<file path="config.mk">
export PLATFORM = sky130hd
export DESIGN_NAME = hashed_address_map_table_flat
export DESIGN_NICKNAME = d
export VERILOG_FILES = /design/src/rtl/hamt_pkg.sv /design/src/rtl/hamt_if.sv /design/src/rtl/hamt_ram.sv /design/src/rtl/hamt_ctrl.sv /design/src/rtl/hamt_dp.sv /design/src/rtl/hashed_address_map_table.sv /design/src/flat_wrapper.sv
export SDC_FILE = /design/constraint.sdc
export NUM_CORES = 2
export LEC_CHECK = 0
export BUFFER_PORTS_ARGS = -buffer_cell sky130_fd_sc_hd__buf_4
export CAP_MARGIN = 30
export CORE_MARGIN = 3
export CORE_UTILIZATION = 30
export DETAILED_ROUTE_END_ITERATION = 16
export GPL_TIMING_DRIVEN = 1
export MAX_ROUTING_LAYER = met4
export PLACE_DENSITY_LB_ADDON = 0.05
export SKIP_CTS_REPAIR_TIMING = 1
export SYNTH_ARGS = -nofsm -noshare
export SYNTH_HDL_FRONTEND = slang
export SYNTH_HIERARCHICAL = 1
export SYNTH_MEMORY_MAX_BITS = 65536
export SYNTH_SLANG_ARGS = --single-unit
</file>
<file path="constraint.sdc">
create_clock -name clk -period 12.25 [get_ports clk]
set_input_delay 2.45 -clock clk [delete_from_list [all_inputs] [get_ports clk]]
set_output_delay 2.45 -clock clk [all_outputs]
set_load 0.01 [all_outputs]
</file>
<file path="src/rtl/hamt_pkg.sv">
// ============================================================================
// hamt_pkg: shared definitions for the hashed address map table
// Table geometry, entry layout, controller/datapath command and status
// structures, the bucket lookup table and the count saturation helper.
// ============================================================================
package hamt_pkg;

    localparam int BUCKETS   = 16;
    localparam int WAYS      = 4;
    localparam int ENTRIES   = BUCKETS * WAYS;

    localparam int NET_W     = 16;
    localparam int NODE_W    = 8;
    localparam int HW_W      = 48;
    localparam int COUNT_W   = 7;
    localparam int COUNT_MAX = 127;
    localparam int NODE_VALS = 256;

    localparam int ADDR_W    = (ENTRIES > 1) ? $clog2(ENTRIES) : 1;
    localparam int BKT_W     = (BUCKETS > 1) ? $clog2(BUCKETS) : 1;
    localparam int WAY_W     = (WAYS > 1) ? $clog2(WAYS) : 1;
    localparam int WCNT_W    = $clog2(WAYS + 1);
    localparam int CNT_W     = $clog2(ENTRIES + 1);
    localparam int CNT_WIDE  = (CNT_W > COUNT_W) ? CNT_W : COUNT_W;

    typedef enum logic {
        OP_TOUCH  = 1'b0,
        OP_LOOKUP = 1'b1
    } opcode_t;

    typedef struct packed {
        logic              valid;
        logic [NET_W-1:0]  network;
        logic [NODE_W-1:0] node;
        logic [HW_W-1:0]   hw_addr;
    } entry_t;

    localparam int ENTRY_W = $bits(entry_t);

    typedef struct packed {
        logic              load;
        logic              clear_we;
        logic [ADDR_W-1:0] clear_addr;
        logic [WAY_W-1:0]  rd_way;
        logic              eval;
        logic [WAY_W-1:0]  eval_way;
        logic              commit;
    } cmd_t;

    typedef struct packed {
        logic out_busy;
    } status_t;

    typedef logic [NODE_VALS-1:0][BKT_W-1:0] bucket_lut_t;

    // Bucket of every possible node number, worked out at elaboration.
    function automatic bucket_lut_t make_bucket_lut();
        bucket_lut_t lut;
        for (int i = 0; i < NODE_VALS; i++)
        begin
            lut[i] = BKT_W'(i % BUCKETS);
        end
        return lut;
    endfunction

    localparam bucket_lut_t BUCKET_LUT = make_bucket_lut();

    function automatic logic [COUNT_W-1:0] count_sat(input logic [CNT_W-1:0] c);
        logic [CNT_WIDE-1:0] wide;
        wide = CNT_WIDE'(c);
        if (wide > CNT_WIDE'(COUNT_MAX))
        begin
            return COUNT_W'(COUNT_MAX);
        end
        return wide[COUNT_W-1:0];
    endfunction

endpackage

</file>
<file path="src/rtl/hamt_if.sv">
// ============================================================================
// hamt_if: request and response channels
// Valid/ready channels carrying one request item and one response item.
// ============================================================================
interface hamt_req_if;
    logic        valid;
    logic        ready;
    logic [0:0]  opcode;
    logic [15:0] network;
    logic [7:0]  node;
    logic [47:0] hw_addr;

    modport source (output valid, output opcode, output network, output node,
                    output hw_addr, input ready);
    modport sink   (input valid, input opcode, input network, input node,
                    input hw_addr, output ready);
endinterface

interface hamt_rsp_if;
    logic        valid;
    logic        ready;
    logic        found;
    logic [47:0] hw_addr_out;
    logic        bucket_full;
    logic [6:0]  entry_count;

    modport source (output valid, output found, output hw_addr_out,
                    output bucket_full, output entry_count, input ready);
    modport sink   (input valid, input found, input hw_addr_out,
                    input bucket_full, input entry_count, output ready);
endinterface

</file>
<file path="src/rtl/hamt_ram.sv">
// ============================================================================
// hamt_ram: generic single-port-write RAM
// One write port and one read port, read data registered.
// ============================================================================
module hamt_ram #(
    parameter int WIDTH = 8,
    parameter int DEPTH = 16
) (
    input  logic                                   clk,
    input  logic                                   we,
    input  logic [((DEPTH > 1) ? $clog2(DEPTH) : 1)-1:0] waddr,
    input  logic [WIDTH-1:0]                       wdata,
    input  logic [((DEPTH > 1) ? $clog2(DEPTH) : 1)-1:0] raddr,
    output logic [WIDTH-1:0]                       rdata
);

    logic [WIDTH-1:0] mem [DEPTH];

    always_ff @(posedge clk)
    begin
        if (we)
        begin
            mem[waddr] <= wdata;
        end
        rdata <= mem[raddr];
    end

endmodule

</file>
<file path="src/rtl/hamt_ctrl.sv">
// ============================================================================
// hamt_ctrl: sequencing controller
// Runs the clearing pass after reset, then accepts items one at a time,
// walks the ways of the bucket and commits the update and the response.
// ============================================================================
module hamt_ctrl (
    input  logic              clk,
    input  logic              rst_n,
    input  logic              req_valid,
    output logic              req_ready,
    input  hamt_pkg::status_t status,
    output hamt_pkg::cmd_t    cmd
);
    import hamt_pkg::*;

    typedef enum logic [3:0] {
        ST_CLEAR  = 4'b0001,
        ST_IDLE   = 4'b0010,
        ST_SEARCH = 4'b0100,
        ST_COMMIT = 4'b1000
    } state_t;

    localparam logic [ADDR_W-1:0] LAST_ADDR = ADDR_W'(ENTRIES - 1);

    state_t              state_reg, state_next;
    logic [ADDR_W-1:0]   clear_cnt_reg, clear_cnt_next;
    logic [WCNT_W-1:0]   way_cnt_reg, way_cnt_next;
    logic [WCNT_W-1:0]   way_prev;

    assign way_prev = way_cnt_reg - WCNT_W'(1);

    always_comb
    begin
        state_next     = state_reg;
        clear_cnt_next = clear_cnt_reg;
        way_cnt_next   = way_cnt_reg;
        req_ready      = 1'b0;
        cmd            = '0;
        cmd.clear_addr = clear_cnt_reg;
        cmd.rd_way     = way_cnt_reg[WAY_W-1:0];
        cmd.eval_way   = way_prev[WAY_W-1:0];
        unique case (state_reg)
            ST_CLEAR:
            begin
                cmd.clear_we   = 1'b1;
                clear_cnt_next = clear_cnt_reg + ADDR_W'(1);
                if (clear_cnt_reg == LAST_ADDR)
                begin
                    state_next = ST_IDLE;
                end
            end
            ST_IDLE:
            begin
                req_ready = 1'b1;
                if (req_valid)
                begin
                    cmd.load     = 1'b1;
                    way_cnt_next = '0;
                    state_next   = ST_SEARCH;
                end
            end
            ST_SEARCH:
            begin
                // Each cycle reads one way and judges the way read before it, if there was one.
                cmd.eval     = (way_cnt_reg != '0);
                way_cnt_next = way_cnt_reg + WCNT_W'(1);
                if (way_cnt_reg == WCNT_W'(WAYS))
                begin
                    state_next = ST_COMMIT;
                end
            end
            ST_COMMIT:
            begin
                if (!status.out_busy)
                begin
                    cmd.commit = 1'b1;
                    state_next = ST_IDLE;
                end
            end
            default:
            begin
                state_next = ST_CLEAR;
            end
        endcase
    end

    always_ff @(posedge clk or negedge rst_n)
    begin
        if (!rst_n)
        begin
            state_reg     <= ST_CLEAR;
            clear_cnt_reg <= '0;
            way_cnt_reg   <= '0;
        end
        else
        begin
            state_reg     <= state_next;
            clear_cnt_reg <= clear_cnt_next;
            way_cnt_reg   <= way_cnt_next;
        end
    end

    a_accept_starts_search: assert property (@(posedge clk) disable iff (!rst_n)
        (req_valid && req_ready) |=> (state_reg == ST_SEARCH && way_cnt_reg == '0))
        else $error("accepted item did not start a bucket search");

    a_commit_frees_input: assert property (@(posedge clk) disable iff (!rst_n)
        cmd.commit |=> req_ready)
        else $error("input not ready after commit");

    a_clear_exclusive: assert property (@(posedge clk) disable iff (!rst_n)
        cmd.clear_we |-> (!cmd.eval && !cmd.commit && !req_ready))
        else $error("clearing pass overlaps item processing");

endmodule

</file>
<file path="src/rtl/hamt_dp.sv">
// ============================================================================
// hamt_dp: table datapath
// Holds the current item, judges the ways read from the entry RAM, forms
// the RAM write and keeps the entry count and the response register.
// ============================================================================
module hamt_dp (
    input  logic                          clk,
    input  logic                          rst_n,
    input  hamt_pkg::cmd_t                cmd,
    output hamt_pkg::status_t             status,
    input  logic [0:0]                    req_opcode,
    input  logic [hamt_pkg::NET_W-1:0]    req_network,
    input  logic [hamt_pkg::NODE_W-1:0]   req_node,
    input  logic [hamt_pkg::HW_W-1:0]     req_hw_addr,
    output logic                          ram_we,
    output logic [hamt_pkg::ADDR_W-1:0]   ram_waddr,
    output logic [hamt_pkg::ENTRY_W-1:0]  ram_wdata,
    output logic [hamt_pkg::ADDR_W-1:0]   ram_raddr,
    input  logic [hamt_pkg::ENTRY_W-1:0]  ram_rdata,
    output logic                          rsp_valid,
    input  logic                          rsp_ready,
    output logic                          rsp_found,
    output logic [hamt_pkg::HW_W-1:0]     rsp_hw_addr_out,
    output logic                          rsp_bucket_full,
    output logic [hamt_pkg::COUNT_W-1:0]  rsp_entry_count
);
    import hamt_pkg::*;

    logic [0:0]          op_reg;
    logic [NET_W-1:0]    net_reg;
    logic [NODE_W-1:0]   node_reg;
    logic [HW_W-1:0]     hw_reg;
    logic [ADDR_W-1:0]   base_reg;
    logic                hit_reg, hit_next;
    logic [WAY_W-1:0]    hit_way_reg;
    logic [HW_W-1:0]     hit_hw_reg;
    logic                free_reg, free_next;
    logic [WAY_W-1:0]    free_way_reg;
    logic [CNT_W-1:0]    count_reg, count_next;
    logic                out_valid_reg, out_valid_next;
    logic                found_reg;
    logic [HW_W-1:0]     hw_out_reg;
    logic                full_reg;
    logic [COUNT_W-1:0]  count_out_reg;

    entry_t              rd_entry;
    entry_t              wr_entry;
    logic                match;
    logic                is_touch;
    logic                do_insert;
    logic                do_write;
    logic [WAY_W-1:0]    wr_way;

    assign rd_entry  = entry_t'(ram_rdata);
    assign match     = rd_entry.valid && (rd_entry.network == net_reg)
                       && (rd_entry.node == node_reg);
    assign is_touch  = (op_reg == OP_TOUCH);
    assign do_insert = cmd.commit && is_touch && !hit_reg && free_reg;
    assign do_write  = cmd.commit && is_touch && (hit_reg || free_reg);
    assign wr_way    = hit_reg ? hit_way_reg : free_way_reg;

    always_comb
    begin
        wr_entry.valid   = 1'b1;
        wr_entry.network = net_reg;
        wr_entry.node    = node_reg;
        wr_entry.hw_addr = hw_reg;
    end

    assign ram_raddr = base_reg + ADDR_W'(cmd.rd_way);
    assign ram_we    = cmd.clear_we || do_write;
    assign ram_waddr = cmd.clear_we ? cmd.clear_addr : (base_reg + ADDR_W'(wr_way));
    assign ram_wdata = cmd.clear_we ? ENTRY_W'(0) : ENTRY_W'(wr_entry);

    always_comb
    begin
        hit_next  = hit_reg;
        free_next = free_reg;
        if (cmd.load)
        begin
            hit_next  = 1'b0;
            free_next = 1'b0;
        end
        else if (cmd.eval)
        begin
            // A match in a later way wins; the first empty way is kept.
            if (match)
            begin
                hit_next = 1'b1;
            end
            else if (!rd_entry.valid)
            begin
                free_next = 1'b1;
            end
        end
    end

    assign count_next = count_reg + CNT_W'(do_insert);

    always_comb
    begin
        out_valid_next = out_valid_reg;
        if (cmd.commit)
        begin
            out_valid_next = 1'b1;
        end
        else if (rsp_ready)
        begin
            out_valid_next = 1'b0;
        end
    end

    always_ff @(posedge clk or negedge rst_n)
    begin
        if (!rst_n)
        begin
            hit_reg       <= 1'b0;
            free_reg      <= 1'b0;
            count_reg     <= '0;
            out_valid_reg <= 1'b0;
        end
        else
        begin
            hit_reg       <= hit_next;
            free_reg      <= free_next;
            count_reg     <= count_next;
            out_valid_reg <= out_valid_next;
        end
    end

    always_ff @(posedge clk)
    begin
        if (cmd.load)
        begin
            op_reg   <= req_opcode;
            net_reg  <= req_network;
            node_reg <= req_node;
            hw_reg   <= req_hw_addr;
            base_reg <= ADDR_W'(BUCKET_LUT[req_node] * WAYS);
        end
        if (cmd.eval && match)
        begin
            hit_way_reg <= cmd.eval_way;
            hit_hw_reg  <= rd_entry.hw_addr;
        end
        if (cmd.eval && !match && !rd_entry.valid && !free_reg)
        begin
            free_way_reg <= cmd.eval_way;
        end
        if (cmd.commit)
        begin
            found_reg     <= hit_reg;
            hw_out_reg    <= (!is_touch && hit_reg) ? hit_hw_reg : '0;
            full_reg      <= is_touch && !hit_reg && !free_reg;
            count_out_reg <= count_sat(count_next);
        end
    end

    assign status.out_busy = out_valid_reg && !rsp_ready;
    assign rsp_valid       = out_valid_reg;
    assign rsp_found       = found_reg;
    assign rsp_hw_addr_out = hw_out_reg;
    assign rsp_bucket_full = full_reg;
    assign rsp_entry_count = count_out_reg;

    a_count_bounded: assert property (@(posedge clk) disable iff (!rst_n)
        count_reg <= CNT_W'(ENTRIES))
        else $error("entry count exceeds table size");

    a_rsp_from_commit: assert property (@(posedge clk) disable iff (!rst_n)
        $rose(out_valid_reg) |-> $past(cmd.commit))
        else $error("response raised without a commit");

    a_full_not_found: assert property (@(posedge clk) disable iff (!rst_n)
        out_valid_reg |-> !(full_reg && found_reg))
        else $error("response reports both a hit and a full bucket");

endmodule

</file>
<file path="src/rtl/hashed_address_map_table.sv">
// ============================================================================
// hashed_address_map_table: hashed address-resolution cache
// Maps a network/node protocol address to a hardware address in a
// bucketed, set-associative entry RAM with touch and lookup items.
// ============================================================================
//
//  Channel  Direction  Handshake    Payload
//  req      in         valid/ready  opcode, network, node, hw_addr
//  rsp      out        valid/ready  found, hw_addr_out, bucket_full, entry_count
//
// An item is accepted in the idle state. The bucket is walked through the single
// read port of the entry RAM, each way judged the cycle after its read, and a
// commit step then writes the entry and loads the response register, from which
// the response is presented. The next item is accepted only after that commit.
// After reset a clearing pass writes every entry with req.ready low. The
// response register lets the next item be accepted and searched while a
// response waits; the commit stalls until it is taken.
//
module hashed_address_map_table (
    input  logic      clk,
    input  logic      rst_n,
    hamt_req_if.sink  req,
    hamt_rsp_if.source rsp
);
    import hamt_pkg::*;

    cmd_t                cmd;
    status_t             status;
    logic                ram_we;
    logic [ADDR_W-1:0]   ram_waddr;
    logic [ENTRY_W-1:0]  ram_wdata;
    logic [ADDR_W-1:0]   ram_raddr;
    logic [ENTRY_W-1:0]  ram_rdata;

    hamt_ctrl u_ctrl (
        .clk       (clk),
        .rst_n     (rst_n),
        .req_valid (req.valid),
        .req_ready (req.ready),
        .status    (status),
        .cmd       (cmd)
    );

    hamt_dp u_dp (
        .clk             (clk),
        .rst_n           (rst_n),
        .cmd             (cmd),
        .status          (status),
        .req_opcode      (req.opcode),
        .req_network     (req.network),
        .req_node        (req.node),
        .req_hw_addr     (req.hw_addr),
        .ram_we          (ram_we),
        .ram_waddr       (ram_waddr),
        .ram_wdata       (ram_wdata),
        .ram_raddr       (ram_raddr),
        .ram_rdata       (ram_rdata),
        .rsp_valid       (rsp.valid),
        .rsp_ready       (rsp.ready),
        .rsp_found       (rsp.found),
        .rsp_hw_addr_out (rsp.hw_addr_out),
        .rsp_bucket_full (rsp.bucket_full),
        .rsp_entry_count (rsp.entry_count)
    );

    hamt_ram #(
        .WIDTH (ENTRY_W),
        .DEPTH (ENTRIES)
    ) u_ram (
        .clk   (clk),
        .we    (ram_we),
        .waddr (ram_waddr),
        .wdata (ram_wdata),
        .raddr (ram_raddr),
        .rdata (ram_rdata)
    );

endmodule
</file>
<file path="src/flat_wrapper.sv">
// flat-port wrapper written by rule: the top's interface ports become plain ports
module hashed_address_map_table_flat import hamt_pkg::*;
  (clk, rst_n, req_valid, req_opcode, req_network, req_node, req_hw_addr, req_ready, rsp_valid, rsp_found, rsp_hw_addr_out, rsp_bucket_full, rsp_entry_count, rsp_ready);
  hamt_req_if req_i ();
  hamt_rsp_if rsp_i ();
  input  logic clk;
  input  logic rst_n;
  input wire logic [$bits(req_i.valid)-1:0] req_valid;
  input wire logic [$bits(req_i.opcode)-1:0] req_opcode;
  input wire logic [$bits(req_i.network)-1:0] req_network;
  input wire logic [$bits(req_i.node)-1:0] req_node;
  input wire logic [$bits(req_i.hw_addr)-1:0] req_hw_addr;
  output wire logic [$bits(req_i.ready)-1:0] req_ready;
  output wire logic [$bits(rsp_i.valid)-1:0] rsp_valid;
  output wire logic [$bits(rsp_i.found)-1:0] rsp_found;
  output wire logic [$bits(rsp_i.hw_addr_out)-1:0] rsp_hw_addr_out;
  output wire logic [$bits(rsp_i.bucket_full)-1:0] rsp_bucket_full;
  output wire logic [$bits(rsp_i.entry_count)-1:0] rsp_entry_count;
  input wire logic [$bits(rsp_i.ready)-1:0] rsp_ready;
  assign req_i.valid = req_valid;
  assign req_i.opcode = req_opcode;
  assign req_i.network = req_network;
  assign req_i.node = req_node;
  assign req_i.hw_addr = req_hw_addr;
  assign req_ready = req_i.ready;
  assign rsp_valid = rsp_i.valid;
  assign rsp_found = rsp_i.found;
  assign rsp_hw_addr_out = rsp_i.hw_addr_out;
  assign rsp_bucket_full = rsp_i.bucket_full;
  assign rsp_entry_count = rsp_i.entry_count;
  assign rsp_i.ready = rsp_ready;
  hashed_address_map_table u_core (.clk(clk), .rst_n(rst_n), .req(req_i), .rsp(rsp_i));
endmodule
</file>
==> out/results.tsv <==
metric	value	unit
drcViolationCount	0	
port_buffers	135	
grt_pass1_wl	895000	um
cts.sink_count	4950	
syn_nets	8160	
drive_gt1_frac	0.288	
fin_total_pwr	35.0	mW
antenna_found_initial	60	
numCtsBuffers	579	
r2r-end	u_core/u_ram/mem[46][19]	
synth_ff_type	edfxtp_1	
syn_area_per_cell	23.0	um^2
yosys.area.top_type_share	0.786	
setup.worst_path.end_class	flop	
worstHoldPathType	flop to flop	
critPathLaunchType	input port	
worstSetupPathType	input port to flop	
drtIter0Drc	9835	
clk_pin_slew_worst_paths	0.06	ns
finalClockSkew	0.0604	ns
status	complete, no violations	
viasPerCell	5.24	
vias	90900	
synth_compound_area_frac	0.0274	
firstDrtPassIters	6	
areaGrowthSynthToFinish	17.5	%
timing.slew.headroom	0.213	
synthSimpleGateAreaFrac	0.0181	
wl_met1	297000	um
dp_hpwl	400000	um
r2r_cells	11	
htreeDepth	6	
max-cap-violations	0	
setup_tns	0	ns
netlist_top_cells_count	edfxtp_1, mux4_2, o22ai_1	
min_period_over_period	0.539	
grt_setup_unrepaired	false	
synth-xor-area-share	0.00194	
min_path_cells	0	
wl_met3	29400	um
layout.nets	8820	
tightest_slew	1.18	ns
yosysWarningCount	6	
synth_adder_area_share	0.000337	
reg_top3	u_core/u_ram/mem (4672), u_core/u_ram/rdata (73)	
ys_types	60	
core-area	615000	um^2
multiInputGateArea	36500	um^2
cts_buffer_depth	4	
final_area	218000	um^2
synth_top_cell_by_area	edfxtp_1	
yosysMostFrequentCell	edfxtp_1	
p_leak	61.3	nW
fin_crit	6.61	ns
routabilityCongestion	0.778	
ir_drop	0.135	mV
hp-start	u_core/u_ram/rdata[32]	
seq_area_frac_synth	0.797	
highest_layer	met4	
dr_wl_met2	334000	um
power.density	161	nW/um^2
synth_top_family_by_area	multiplexers	
first_global_vias	93500	
antenna_left	0	
synth_top_cells_by_area	edfxtp_1, mux4_2, o22ai_1, dfxtp_1, mux2i_1	
synth_edf_count	4854	
setup_violations	0	
cp_max_fo	29	
io_pins	136	
synthArstFlopShare	0.00465	
largest-register	u_core/u_ram/mem	
synthCells	8078	
synth_seq_cells	4950	
overflow	0	
fmax	0.151	GHz
seq_area	148000	um^2
wl	674000	um
largest_register_ff_count	4672	
final-max-slew-violation-count	0	
cts_tree	done	
placed_area	199000	um^2
hold_viol	0	
fillers	56700	
rrSetupSlack	5.66	ns
pre_cts_ws	4.54	ns
fin_ws	5.64	ns
start_util	0.301	
row_count	288	
timing.rr.start	u_core/u_ctrl/state_reg[2]	
cts_root_buffer	clkbuf_16	
die_h	792	um
worst_ep_arrival_time	7.29	ns
wl_per_cell	38.8	um
worstSkewPairLatency	1.08	ns
fp.dieW	792	um
grt_use_total	0.218	
synth_area	185000	um^2
grt_start_max_net_pins	92	
worstPathRequired	12.93	ns
die-area	628000	um^2
hold_path_end	u_core/u_dp/hit_hw_reg[32]	
yosys-mux-area-fraction	0.142	
## report_power, final
part	leakage, nW	switching [mW]	total (mW)	internal, mW
sequential	38.0	0	18.3	18.3
combinational	14.3	0.00729	0.0224	0.0151
clock	8.91	7.02	16.7	9.70
total	61.3	7.02	35.0	28.0
## layout make-up
type,count,area share
multi-input cells,2646,0.168
clock inverters,271,0.0112
clock buffers,768,0.0727
repair buffers,549,0.0228
inverters,12,0.000264
diodes,33,0.000379
flip-flops and latches,4950,0.678
well taps,8120,0.0466
## worst max-delay path by stage
stage | from | endpoint | slack, ns | depth (start not counted)
finish | rsp_ready | u_core/u_ram/mem[7][0] | 5.64 | 11
CTS | u_core/u_ctrl/state_reg[2] | u_core/u_ram/mem[43][36] | 5.63 | 11
global route | u_core/u_ctrl/state_reg[2] | u_core/u_ram/mem[43][7] | 5.50 | 11
detailed placement | rsp_ready | u_core/u_ram/mem[7][32] | 4.54 | 11
floorplan | rsp_ready | u_core/u_ram/mem[49][0] | 1.97 | 8
global placement | rsp_ready | u_core/u_ram/mem[46][35] | 4.38 | 12
## stage by stage
stage / std cells / util / hold slack [ns]
4_1_cts: 17300 / 0.354 / 0.393
5_1_grt: 17300 / 0.354 / 0.408
3_5_place_dp: 16300 / 0.324 / 0.389
2_1_floorplan: 8078 / - / 0.386
3_3_place_gp: 16200 / 0.323 / 0.388
6_report: 17300 / 0.354 / 0.398
## logic make-up after synthesis
| kind of cell | Yosys count |
|---|---|
| mux | 1249 |
| compound gates | 737 |
| simple gates | 614 |
| buf+inv | 482 |
| xor+xnor | 41 |
| flops | 4950 |
| fa+ha+maj | 5 |
## cells in the final DEF (no fill, tap or decap), types with 69 or more instances in the layout
cell | Yosys | final
clkbuf_1 | 234 | 143
a22oi_1 | 69 | 69
mux4_2 | 1109 | 1109
nor3_1 | 108 | 104
clkinv_1 | 0 | 107
dfxtp_1 | 73 | 73
clkbuf_16 | 0 | 595
o22ai_1 | 386 | 384
mux2i_1 | 137 | 137
clkinv_2 | 0 | 79
edfxtp_1 | 4854 | 4854
nor2b_4 | 0 | 74
nor2b_1 | 164 | 89
a211oi_1 | 114 | 114
buf_4 | 72 | 484
## worst max-delay path, stage by stage
cell and delay [ns]:
buf_4 0.09, nor2b_1 0.07, nand2b_1 0.22, inv_4 0.10
nand2b_1 0.14, o21ai_0 0.74, buf_4 0.31, nand4_1 0.77
nor2_4 0.90, buf_4 0.64, buf_4 0.72
## metal layers
metal,vias to the layer above,GRT usage
met5,-,-
met4,0,0.0423
met3,717,0.0234
met2,2792,0.359
met1,51400,0.295
li1,36000,-
No activity file was read; power rests on OpenSTA's default activity.
